**src/cen_pkg.sv**
```systemverilog
// Shared types and codes for the cell energy image normalizer.
// No dependencies; cen_cfg, cen_div and the top level use it by scoped names.
`timescale 1ns / 1ps

package cen_pkg;

	// request codes
	localparam logic [1:0] REQ_ADD  = 2'd0;
	localparam logic [1:0] REQ_READ = 2'd1;
	localparam logic [1:0] REQ_NEW  = 2'd2;

	// register indexes (byte address bits [3:2])
	localparam logic [1:0] REG_IMAGE_SIZE = 2'd0;
	localparam logic [1:0] REG_ETA_COUNT  = 2'd1;
	localparam logic [1:0] REG_PHI_COUNT  = 2'd2;

	localparam logic [7:0] IMAGE_SIZE_RST = 8'd77;
	localparam logic [7:0] ETA_COUNT_RST  = 8'd7;
	localparam logic [7:0] PHI_COUNT_RST  = 8'd11;

	// Q2.16 result limits and running sum limits
	localparam logic [17:0] PIX_MAX  = 18'h1FFFF;
	localparam logic [17:0] PIX_MIN  = 18'h20000;
	localparam logic [17:0] PIX_ONE  = 18'h10000;
	localparam logic [17:0] PIX_MONE = 18'h30000;
	localparam logic [27:0] SUM_MAX  = 28'h7FFFFFF;
	localparam logic [27:0] SUM_MIN  = 28'h8000000;

	// divider step counts
	localparam logic [4:0] IDX_STEPS = 5'd7;
	localparam logic [4:0] VAL_STEPS = 5'd18;

	typedef struct packed {
		logic [7:0] image_size;
		logic [7:0] eta_count;
		logic [7:0] phi_count;
	} cfg_t;

	typedef struct packed {
		logic        start;
		logic [27:0] rem_init;
		logic [17:0] dvd;
		logic [27:0] den;
		logic [4:0]  steps;
	} div_req_t;

	typedef struct packed {
		logic        done;
		logic [17:0] quo;
		logic [27:0] rem;
	} div_rsp_t;

endpackage

```
**src/cen_if.sv**
```systemverilog
// Valid/ready channel interfaces for request and result beats.
// Depends on nothing.
`timescale 1ns / 1ps

interface cen_req_if;
	logic               valid;
	logic               ready;
	logic [1:0]         req_type;
	logic signed [19:0] cell_energy;
	logic [6:0]         pixel_index;

	modport source (output valid, output req_type, output cell_energy,
		output pixel_index, input ready);
	modport sink (input valid, input req_type, input cell_energy,
		input pixel_index, output ready);
endinterface

interface cen_rsp_if;
	logic               valid;
	logic               ready;
	logic signed [17:0] pixel_value;
	logic               out_of_range;

	modport source (output valid, output pixel_value, output out_of_range, input ready);
	modport sink (input valid, input pixel_value, input out_of_range, output ready);
endinterface

```
**src/cen_cfg.sv**
```systemverilog
// APB register block: image_size, eta_count, phi_count.
// Depends on cen_pkg.
`timescale 1ns / 1ps

module cen_cfg (
	input  logic          clk,
	input  logic          arst_n,
	input  logic          psel,
	input  logic          penable,
	input  logic          pwrite,
	input  logic [3:0]    paddr,
	input  logic [31:0]   pwdata,
	output logic [31:0]   prdata,
	output logic          pready,
	output cen_pkg::cfg_t cfg
);

	cen_pkg::cfg_t cfg_q;
	logic          wr_en;

	assign pready = 1'b1;
	assign wr_en  = psel & penable & pwrite;
	assign cfg    = cfg_q;

	always_ff @(posedge clk or negedge arst_n) begin
		if (!arst_n) begin
			cfg_q.image_size <= cen_pkg::IMAGE_SIZE_RST;
			cfg_q.eta_count  <= cen_pkg::ETA_COUNT_RST;
			cfg_q.phi_count  <= cen_pkg::PHI_COUNT_RST;
		end else if (wr_en) begin
			unique case (paddr[3:2])
				cen_pkg::REG_IMAGE_SIZE: cfg_q.image_size <= pwdata[7:0];
				cen_pkg::REG_ETA_COUNT:  cfg_q.eta_count  <= pwdata[7:0];
				cen_pkg::REG_PHI_COUNT:  cfg_q.phi_count  <= pwdata[7:0];
				default: ;
			endcase
		end
	end

	always_comb begin
		unique case (paddr[3:2])
			cen_pkg::REG_IMAGE_SIZE: prdata = {24'd0, cfg_q.image_size};
			cen_pkg::REG_ETA_COUNT:  prdata = {24'd0, cfg_q.eta_count};
			cen_pkg::REG_PHI_COUNT:  prdata = {24'd0, cfg_q.phi_count};
			default:                 prdata = 32'd0;
		endcase
	end

endmodule

```
**src/cen_div.sv**
```systemverilog
// Shared restoring divider, one quotient bit per cycle.
// Used for the pixel index split and for the energy/sum quotient. Depends on cen_pkg.
`timescale 1ns / 1ps

module cen_div (
	input  logic              clk,
	input  logic              arst_n,
	input  cen_pkg::div_req_t req,
	output cen_pkg::div_rsp_t rsp
);

	logic        busy_q;
	logic        done_q;
	logic [4:0]  cnt_q;
	logic [27:0] rem_q;
	logic [17:0] dvd_q;
	logic [27:0] den_q;
	logic [17:0] quo_q;

	logic [28:0] trial;
	logic [29:0] diff;
	logic        ge;

	assign trial = {rem_q, dvd_q[17]};
	assign diff  = {1'b0, trial} - {2'b00, den_q};
	assign ge    = ~diff[29];

	always_ff @(posedge clk or negedge arst_n) begin
		if (!arst_n) begin
			busy_q <= 1'b0;
			done_q <= 1'b0;
			cnt_q  <= '0;
		end else if (req.start) begin
			busy_q <= 1'b1;
			done_q <= 1'b0;
			cnt_q  <= req.steps;
		end else if (busy_q) begin
			cnt_q <= cnt_q - 5'd1;
			if (cnt_q == 5'd1) begin
				busy_q <= 1'b0;
				done_q <= 1'b1;
			end
		end else begin
			done_q <= 1'b0;
		end
	end

	always_ff @(posedge clk) begin
		if (req.start) begin
			rem_q <= req.rem_init;
			dvd_q <= req.dvd;
			den_q <= req.den;
			quo_q <= '0;
		end else if (busy_q) begin
			rem_q <= ge ? diff[27:0] : trial[27:0];
			dvd_q <= {dvd_q[16:0], 1'b0};
			quo_q <= {quo_q[16:0], ge};
		end
	end

	assign rsp.done = done_q;
	assign rsp.quo  = quo_q;
	assign rsp.rem  = rem_q;

endmodule

```
**src/cell_energy_image_normalizer.sv**
```systemverilog
// Top level of the cell energy image normalizer.
// Depends on cen_pkg, cen_if (cen_req_if, cen_rsp_if), cen_cfg and cen_div.
`timescale 1ns / 1ps

// Collects one calorimeter layer's cell energies and serves them back as a
// normalized image. An add beat (req_type 0) folds cell_energy into a
// saturating 28-bit running sum and, while fewer than image_size (and
// MAX_CELLS) cells are held, stores it in the cell memory; add, new-image
// (req_type 2) and unused beats end in ST_IDLE and give no result. A read
// beat (req_type 1) maps pixel p to eta = p mod eta_count, phi = p div
// eta_count, fetches source cell phi + phi_count*eta and returns it divided
// by the running sum as saturated, round-half-away Q2.16 (raw energy in Q2.16
// when the sum is zero, zero for padded cells, out_of_range when p is not
// below image_size). A full read runs the one shared restoring divider for
// the index split in ST_IDX, reads the cell memory in ST_SRC and ST_MEM,
// then runs it again for the quotient in ST_PREP and ST_DIV before ST_RES.
// Out-of-range and zero eta_count reads go straight to ST_RES; padded,
// zero-sum and saturating reads leave the sequence early. Reads
// are handled one at a time; a finished result sits in an output register,
// so the next request is accepted while it waits. The cell memory needs no
// clearing after reset: only cells written for the current image are read.
module cell_energy_image_normalizer #(
	parameter int MAX_CELLS = 128
) (
	input  logic        clk,
	input  logic        arst_n,
	cen_req_if.sink     req,
	cen_rsp_if.source   rsp,
	input  logic        psel,
	input  logic        penable,
	input  logic        pwrite,
	input  logic [3:0]  paddr,
	input  logic [31:0] pwdata,
	output logic [31:0] prdata,
	output logic        pready
);

	localparam int AW = $clog2(MAX_CELLS);

	localparam logic [2:0] ST_IDLE = 3'd0;
	localparam logic [2:0] ST_IDX  = 3'd1;
	localparam logic [2:0] ST_SRC  = 3'd2;
	localparam logic [2:0] ST_MEM  = 3'd3;
	localparam logic [2:0] ST_PREP = 3'd4;
	localparam logic [2:0] ST_DIV  = 3'd5;
	localparam logic [2:0] ST_RES  = 3'd6;

	cen_pkg::cfg_t     cfg;
	cen_pkg::div_req_t dreq;
	cen_pkg::div_rsp_t drsp;

	logic [2:0]  state_q;
	logic [27:0] sum_q;
	logic [7:0]  seen_q;

	logic signed [19:0] mem [MAX_CELLS];
	logic [19:0] rd_q;

	logic [16:0] src_q;
	logic [19:0] abs_val_q;
	logic [27:0] abs_sum_q;
	logic        neg_q;
	logic [17:0] res_val_q;
	logic        res_oor_q;
	logic [17:0] out_val_q;
	logic        out_oor_q;
	logic        out_vld_q;

	logic        acc;
	logic        in_range;
	logic        can_store;
	logic [28:0] sum_ext;
	logic [27:0] sum_sat;
	logic [16:0] src_calc;
	logic [19:0] abs_val;
	logic [27:0] abs_sum;
	logic [35:0] num_rnd;
	logic        q_ovf;
	logic [17:0] zero_sum_val;
	logic [17:0] q_val;
	logic        slot_free;

	cen_cfg u_cfg (
		.clk     (clk),
		.arst_n  (arst_n),
		.psel    (psel),
		.penable (penable),
		.pwrite  (pwrite),
		.paddr   (paddr),
		.pwdata  (pwdata),
		.prdata  (prdata),
		.pready  (pready),
		.cfg     (cfg)
	);

	cen_div u_div (
		.clk    (clk),
		.arst_n (arst_n),
		.req    (dreq),
		.rsp    (drsp)
	);

	assign req.ready = (state_q == ST_IDLE);
	assign acc       = req.valid & req.ready;
	assign in_range  = ({1'b0, req.pixel_index} < cfg.image_size);
	assign can_store = (seen_q < cfg.image_size) && (32'(seen_q) < MAX_CELLS);

	// saturating running sum
	assign sum_ext = {sum_q[27], sum_q} + {{9{req.cell_energy[19]}}, req.cell_energy};
	always_comb begin
		if (sum_ext[28] != sum_ext[27]) begin
			sum_sat = sum_ext[28] ? cen_pkg::SUM_MIN : cen_pkg::SUM_MAX;
		end else begin
			sum_sat = sum_ext[27:0];
		end
	end

	// source index: quotient is phi, remainder is eta; phi_count*eta needs 16 bits
	assign src_calc = 17'(drsp.quo[6:0]) +
		{1'b0, {8'd0, cfg.phi_count} * {8'd0, drsp.rem[7:0]}};

	assign abs_val = rd_q[19] ? (~rd_q + 20'd1) : rd_q;
	assign abs_sum = sum_q[27] ? (~sum_q + 28'd1) : sum_q;

	// numerator with half the divisor added for round-half-away
	assign num_rnd = {abs_val_q, 16'd0} + {9'd0, abs_sum_q[27:1]};
	assign q_ovf   = ({10'd0, num_rnd[35:18]} >= abs_sum_q);

	// zero sum: raw energy times 2^16, saturated
	always_comb begin
		priority if (rd_q == 20'd0) begin
			zero_sum_val = 18'd0;
		end else if (rd_q == 20'd1) begin
			zero_sum_val = cen_pkg::PIX_ONE;
		end else if (rd_q == 20'hFFFFF) begin
			zero_sum_val = cen_pkg::PIX_MONE;
		end else if (rd_q[19]) begin
			zero_sum_val = cen_pkg::PIX_MIN;
		end else begin
			zero_sum_val = cen_pkg::PIX_MAX;
		end
	end

	// signed, clamped quotient
	always_comb begin
		if (neg_q) begin
			q_val = drsp.quo[17] ? cen_pkg::PIX_MIN : (~drsp.quo + 18'd1);
		end else begin
			q_val = (drsp.quo >= cen_pkg::PIX_MAX) ? cen_pkg::PIX_MAX : drsp.quo;
		end
	end

	// divider launch: index split on accept, quotient from ST_PREP
	always_comb begin
		dreq = '0;
		if (acc && req.req_type == cen_pkg::REQ_READ && in_range && cfg.eta_count != 8'd0) begin
			dreq.start = 1'b1;
			dreq.dvd   = {req.pixel_index, 11'd0};
			dreq.den   = {20'd0, cfg.eta_count};
			dreq.steps = cen_pkg::IDX_STEPS;
		end else if (state_q == ST_PREP && !q_ovf) begin
			dreq.start    = 1'b1;
			dreq.rem_init = {10'd0, num_rnd[35:18]};
			dreq.dvd      = num_rnd[17:0];
			dreq.den      = abs_sum_q;
			dreq.steps    = cen_pkg::VAL_STEPS;
		end
	end

	assign slot_free = ~out_vld_q | rsp.ready;

	// sequencer
	always_ff @(posedge clk or negedge arst_n) begin
		if (!arst_n) begin
			state_q <= ST_IDLE;
			sum_q   <= '0;
			seen_q  <= '0;
		end else begin
			unique case (state_q)
				ST_IDLE: begin
					if (acc) begin
						unique case (req.req_type)
							cen_pkg::REQ_ADD: begin
								sum_q <= sum_sat;
								if (can_store) begin
									seen_q <= seen_q + 8'd1;
								end
							end
							cen_pkg::REQ_NEW: begin
								sum_q  <= '0;
								seen_q <= '0;
							end
							cen_pkg::REQ_READ: begin
								if (in_range && cfg.eta_count != 8'd0) begin
									state_q <= ST_IDX;
								end else begin
									state_q <= ST_RES;
								end
							end
							default: ;
						endcase
					end
				end
				ST_IDX: if (drsp.done) begin
					state_q <= ST_SRC;
				end
				ST_SRC: state_q <= (src_q < {9'd0, seen_q}) ? ST_MEM : ST_RES;
				ST_MEM: state_q <= (sum_q == 28'd0) ? ST_RES : ST_PREP;
				ST_PREP: state_q <= q_ovf ? ST_RES : ST_DIV;
				ST_DIV: if (drsp.done) begin
					state_q <= ST_RES;
				end
				ST_RES: if (slot_free) begin
					state_q <= ST_IDLE;
				end
				default: state_q <= ST_IDLE;
			endcase
		end
	end

	// datapath registers
	always_ff @(posedge clk) begin
		unique case (state_q)
			ST_IDLE: begin
				res_val_q <= 18'd0;
				res_oor_q <= ~in_range;
			end
			ST_IDX: src_q <= src_calc;
			ST_MEM: begin
				abs_val_q <= abs_val;
				abs_sum_q <= abs_sum;
				neg_q     <= rd_q[19] ^ sum_q[27];
				res_val_q <= zero_sum_val;
			end
			ST_PREP: res_val_q <= neg_q ? cen_pkg::PIX_MIN : cen_pkg::PIX_MAX;
			ST_DIV: res_val_q <= q_val;
			default: ;
		endcase
	end

	// cell memory: write on stored adds, registered read
	always_ff @(posedge clk) begin
		if (acc && req.req_type == cen_pkg::REQ_ADD && can_store) begin
			mem[AW'(seen_q)] <= req.cell_energy;
		end
		if (state_q == ST_SRC) begin
			rd_q <= mem[AW'(src_q)];
		end
	end

	// result output register
	always_ff @(posedge clk or negedge arst_n) begin
		if (!arst_n) begin
			out_vld_q <= 1'b0;
		end else if (state_q == ST_RES && slot_free) begin
			out_vld_q <= 1'b1;
		end else if (rsp.ready) begin
			out_vld_q <= 1'b0;
		end
	end

	always_ff @(posedge clk) begin
		if (state_q == ST_RES && slot_free) begin
			out_val_q <= res_val_q;
			out_oor_q <= res_oor_q;
		end
	end

	assign rsp.valid        = out_vld_q;
	assign rsp.pixel_value  = out_val_q;
	assign rsp.out_of_range = out_oor_q;

endmodule
```
**src/flat_wrapper.sv**
```systemverilog
// flat-port wrapper written by rule: the top's interface ports become plain ports
module cell_energy_image_normalizer_flat 
#(
	parameter int MAX_CELLS = 128
)
  (clk, arst_n, psel, penable, pwrite, paddr, pwdata, prdata, pready, req_valid, req_req_type, req_cell_energy, req_pixel_index, req_ready, rsp_valid, rsp_pixel_value, rsp_out_of_range, rsp_ready);
  cen_req_if req_i ();
  cen_rsp_if rsp_i ();
  input  logic clk;
  input  logic arst_n;
  input  logic psel;
  input  logic penable;
  input  logic pwrite;
  input  logic [3:0] paddr;
  input  logic [31:0] pwdata;
  output logic [31:0] prdata;
  output logic pready;
  input wire logic [$bits(req_i.valid)-1:0] req_valid;
  input wire logic [$bits(req_i.req_type)-1:0] req_req_type;
  input wire logic [$bits(req_i.cell_energy)-1:0] req_cell_energy;
  input wire logic [$bits(req_i.pixel_index)-1:0] req_pixel_index;
  output wire logic [$bits(req_i.ready)-1:0] req_ready;
  output wire logic [$bits(rsp_i.valid)-1:0] rsp_valid;
  output wire logic [$bits(rsp_i.pixel_value)-1:0] rsp_pixel_value;
  output wire logic [$bits(rsp_i.out_of_range)-1:0] rsp_out_of_range;
  input wire logic [$bits(rsp_i.ready)-1:0] rsp_ready;
  assign req_i.valid = req_valid;
  assign req_i.req_type = req_req_type;
  assign req_i.cell_energy = req_cell_energy;
  assign req_i.pixel_index = req_pixel_index;
  assign req_ready = req_i.ready;
  assign rsp_valid = rsp_i.valid;
  assign rsp_pixel_value = rsp_i.pixel_value;
  assign rsp_out_of_range = rsp_i.out_of_range;
  assign rsp_i.ready = rsp_ready;
  cell_energy_image_normalizer #(.MAX_CELLS(MAX_CELLS)) u_core (.clk(clk), .arst_n(arst_n), .req(req_i), .rsp(rsp_i), .psel(psel), .penable(penable), .pwrite(pwrite), .paddr(paddr), .pwdata(pwdata), .prdata(prdata), .pready(pready));
endmodule
```
**config.mk**
```make
export PLATFORM = sky130hd
export DESIGN_NAME = cell_energy_image_normalizer_flat
export DESIGN_NICKNAME = d
export VERILOG_FILES = /design/src/cen_pkg.sv /design/src/cen_if.sv /design/src/cen_cfg.sv /design/src/cen_div.sv /design/src/cell_energy_image_normalizer.sv /design/src/flat_wrapper.sv
export SDC_FILE = /design/constraint.sdc
export NUM_CORES = 2
export LEC_CHECK = 0
export ABC_CLOCK_PERIOD_IN_PS = 9100
export BUFFER_PORTS_ARGS = -buffer_cell sky130_fd_sc_hd__buf_2
export CORE_UTILIZATION = 60
export CTS_CLUSTER_SIZE = 14
export DETAILED_ROUTE_END_ITERATION = 10
export GPL_ROUTABILITY_DRIVEN = 0
export PLACE_DENSITY = 0.76
export REMOVE_ABC_BUFFERS = 1
export SETUP_SLACK_MARGIN = 0.3
export SLEW_MARGIN = 20
export SYNTH_ARGS = -nofsm -noshare
export SYNTH_HDL_FRONTEND = slang
export SYNTH_SLANG_ARGS = --single-unit
export TNS_END_PERCENT = 50
```
**constraint.sdc**
```tcl
create_clock -name clk -period 9.1 [get_ports clk]
set_input_delay 2.73 -clock clk [delete_from_list [all_inputs] [get_ports clk]]
set_output_delay 2.73 -clock clk [all_outputs]
set_load 0.05 [all_outputs]
```
==> flow_summary.ini <==
[grt]
overflow = 0
grt_pass1_wl_um = 435000
grt_pass1_vias = 61100
grtUsageMet3 = 0.0732
met2_usage = 0.483
grt_use_met1 = 0.428
grt_max_degree = 140
antenna_found_initial = 17
gr-max-usage-layer = met2
grt_util_all_layers = 0.311

[drt]
drcViolationCount = 0
avgRoutedWirePerCell_um = 34.5
drt_wl_total_um = 301000
vias_per_cell = 6.97
firstDrtPassIters = 6
drt_iter0_markers = 8835
via_count = 60900
ant_nets = 0

[finish]
fin_area_um2 = 130000
fillers = 11400
drive_gt1_frac = 0.272
finalNonFillerCells = 8736
nets = 6283
final_util = 0.676
syn2layout_area_growth_pct = 11.5

[synthesis]
yosysTopAreaCell = edfxtp_1
ys_warn_count = 0
synth_cell_types = 82
synth-main-ff-cell = edfxtp_1
synth_seq_cells = 2847
syn_area_um2 = 117000
synthCells = 5719
ys_top_cells_by_area = edfxtp_1, mux4_2, ha_1
synth_common_cells = edfxtp_1, mux4_2, nor2_1
synth_area_per_cell_um2 = 20.4
synth_most_common_cell = edfxtp_1
synthArstFlopShare = 0.0249
synth_edf_count = 2758
yosysTopAreaCellShare = 0.708
ys_seq_area_frac = 0.727

[critical_path]
worstPathRequired_ns = 6.37
crit_arrival_ns = 3.87
critPathLaunchType = input port
worst-r2r-cell-count = 20
slowest_delay_ns = 0.43
path_class = input port to output port
path_cells = buf_2, nor2b_1, nand2_1, o21ai_0, buf_2
worstPathMaxFanout = 12
critPathCaptureType = output port
crit_top_cell = buf_2
slowest_stage = nor2b_1

[power]
powerDensity_nw_per_um2 = 301
finalPower_mw = 39.3
power.leakage_nw = 42.5
irDropWorstVdd_uv = 317

[clock_tree]
post_cts_buffers = 0
cts_buffers = 295
clockBufferDepth = 4
cts_hold_buf = 0
tritoncts = done
clk_pin_slew_ns = 0.06
cts_resized = 0
clkLatencyLatePin_ns = 0.96
cts-htree-levels = 5
numClockSinks = 2847
root_buffer = clkbuf_16

[timing]
min_period_ns = 6.60
relSlewSlack = 0.221
fin_ws_ns = 2.50
finalHoldViolCount = 0
fin_skew_ns = 0.0688
tightestPinTransition_ns = 1.17
rsz0062_at_grt = false
tns_ns = 0
max_freq_ghz = 0.151
holdWs_ns = 0.418
maxSlewViolCount = 0
setup_viol = 0
period_share = 0.726

[placement]
placedCellCount = 8239
port_buffers = 74
place_ws_ns = 2.54
dpl.hpwl_um = 164000
placed_area_um2 = 121000

[hold_path]
min_path_type = flip-flop to flip-flop
min_path_cells = 0

[die]
die-area_um2 = 197000
core_area_um2 = 193000
die_x_um = 443
io_pins = 126
die_height_um = 443
initial_core_util = 0.606
std_cell_rows = 161

[run]
cap_violations = 0

[run_status]
run_status = finished clean
[flip-flops by register name (all words and copies together), names as in the netlist, 20 cells and up]
signal	flops
u_core.rd_q	20
u_core.u_cfg.cfg	24
u_core.u_div.rem_q	28
u_core.u_div.den_q	28
u_core.sum_q	28
u_core.mem	2560
u_core.abs_val_q	20
u_core.abs_sum_q	28
[per-layer routing]
metal	wire length, µm	vias up
met2	144000	4354
met4	13800	10
li1	-	24100
met3	34000	683
met1	109000	31700
met5	66	-
[cell type report]
class / instances / area (µm²) / area share
clock inverters: 127 / 1100 / 0.00846
diodes: 4 / 10.0 / 0.0000767
flip-flops and latches: 2847 / 85000 / 0.651
inverters: 157 / 589 / 0.00452
clock buffers: 366 / 7830 / 0.0600
multi-input cells: 2438 / 30700 / 0.236
repair buffers: 271 / 2040 / 0.0156
well taps: 2526 / 3160 / 0.0242
[critical path: cells and delay by family]
kind	cells	cell delay [ns]
AND/OR/NAND/NOR	2	0.53
buffers and inverters	2	0.50
AO/OA/AOI/OAI	1	0.11
[layout by cell type (no fill, tap or decap), types with 60 or more instances in the layout]
cell,n
a21oi_1,100
buf_4,205
clkbuf_1,60
clkbuf_16,301
dfrtp_1,61
edfxtp_1,2758
ha_1,155
inv_1,154
mux4_2,840
nand2_1,199
nor2_1,116
nor2_2,116
o21ai_0,76
xnor2_1,91
[power by group]
group | total, mW | internal, mW | leakage, nW | switching [mW]
clock network | 11.5 | 6.63 | 4.37 | 4.90
registers | 15.8 | 15.2 | 26.0 | 0.586
logic | 11.9 | 5.06 | 12.2 | 6.87
total | 39.3 | 26.9 | 42.5 | 12.4
[worst paths after layout]
path	startpoint	to	slack, ns
max in group asynchronous	arst_n	u_core.sum_q[4]$_DFFE_PN0P_	6.51
worst max register to register	u_core.abs_sum_q[17]$_DFFE_PP_	u_core.u_div.rem_q[0]$_DFFE_PP_	3.42
worst max-delay path	paddr[2]	prdata[2]	2.50
worst min register to register	u_core.res_val_q[13]$_DFFE_PP_	u_core.rsp.pixel_value[13]$_DFFE_PP_	0.42
min in group asynchronous	arst_n	u_core.u_div.cnt_q[0]$_DFFE_PN0P_	1.96
worst min-delay path	u_core.res_val_q[13]$_DFFE_PP_	u_core.rsp.pixel_value[13]$_DFFE_PP_	0.42
[cell families after synthesis]
family | after synthesis | synth area share
AND/OR/NAND/NOR | 710 | 0.0283
buffers and inverters | 457 | 0.0163
multiplexers | 914 | 0.169
XOR/XNOR | 116 | 0.00869
adder cells (fa/ha/maj) | 201 | 0.0245
other | 2 | 0.0000642
flip-flops | 2847 | 0.727
AO/OA/AOI/OAI | 472 | 0.0270
Note: power is estimated with default switching activity, not from simulation.
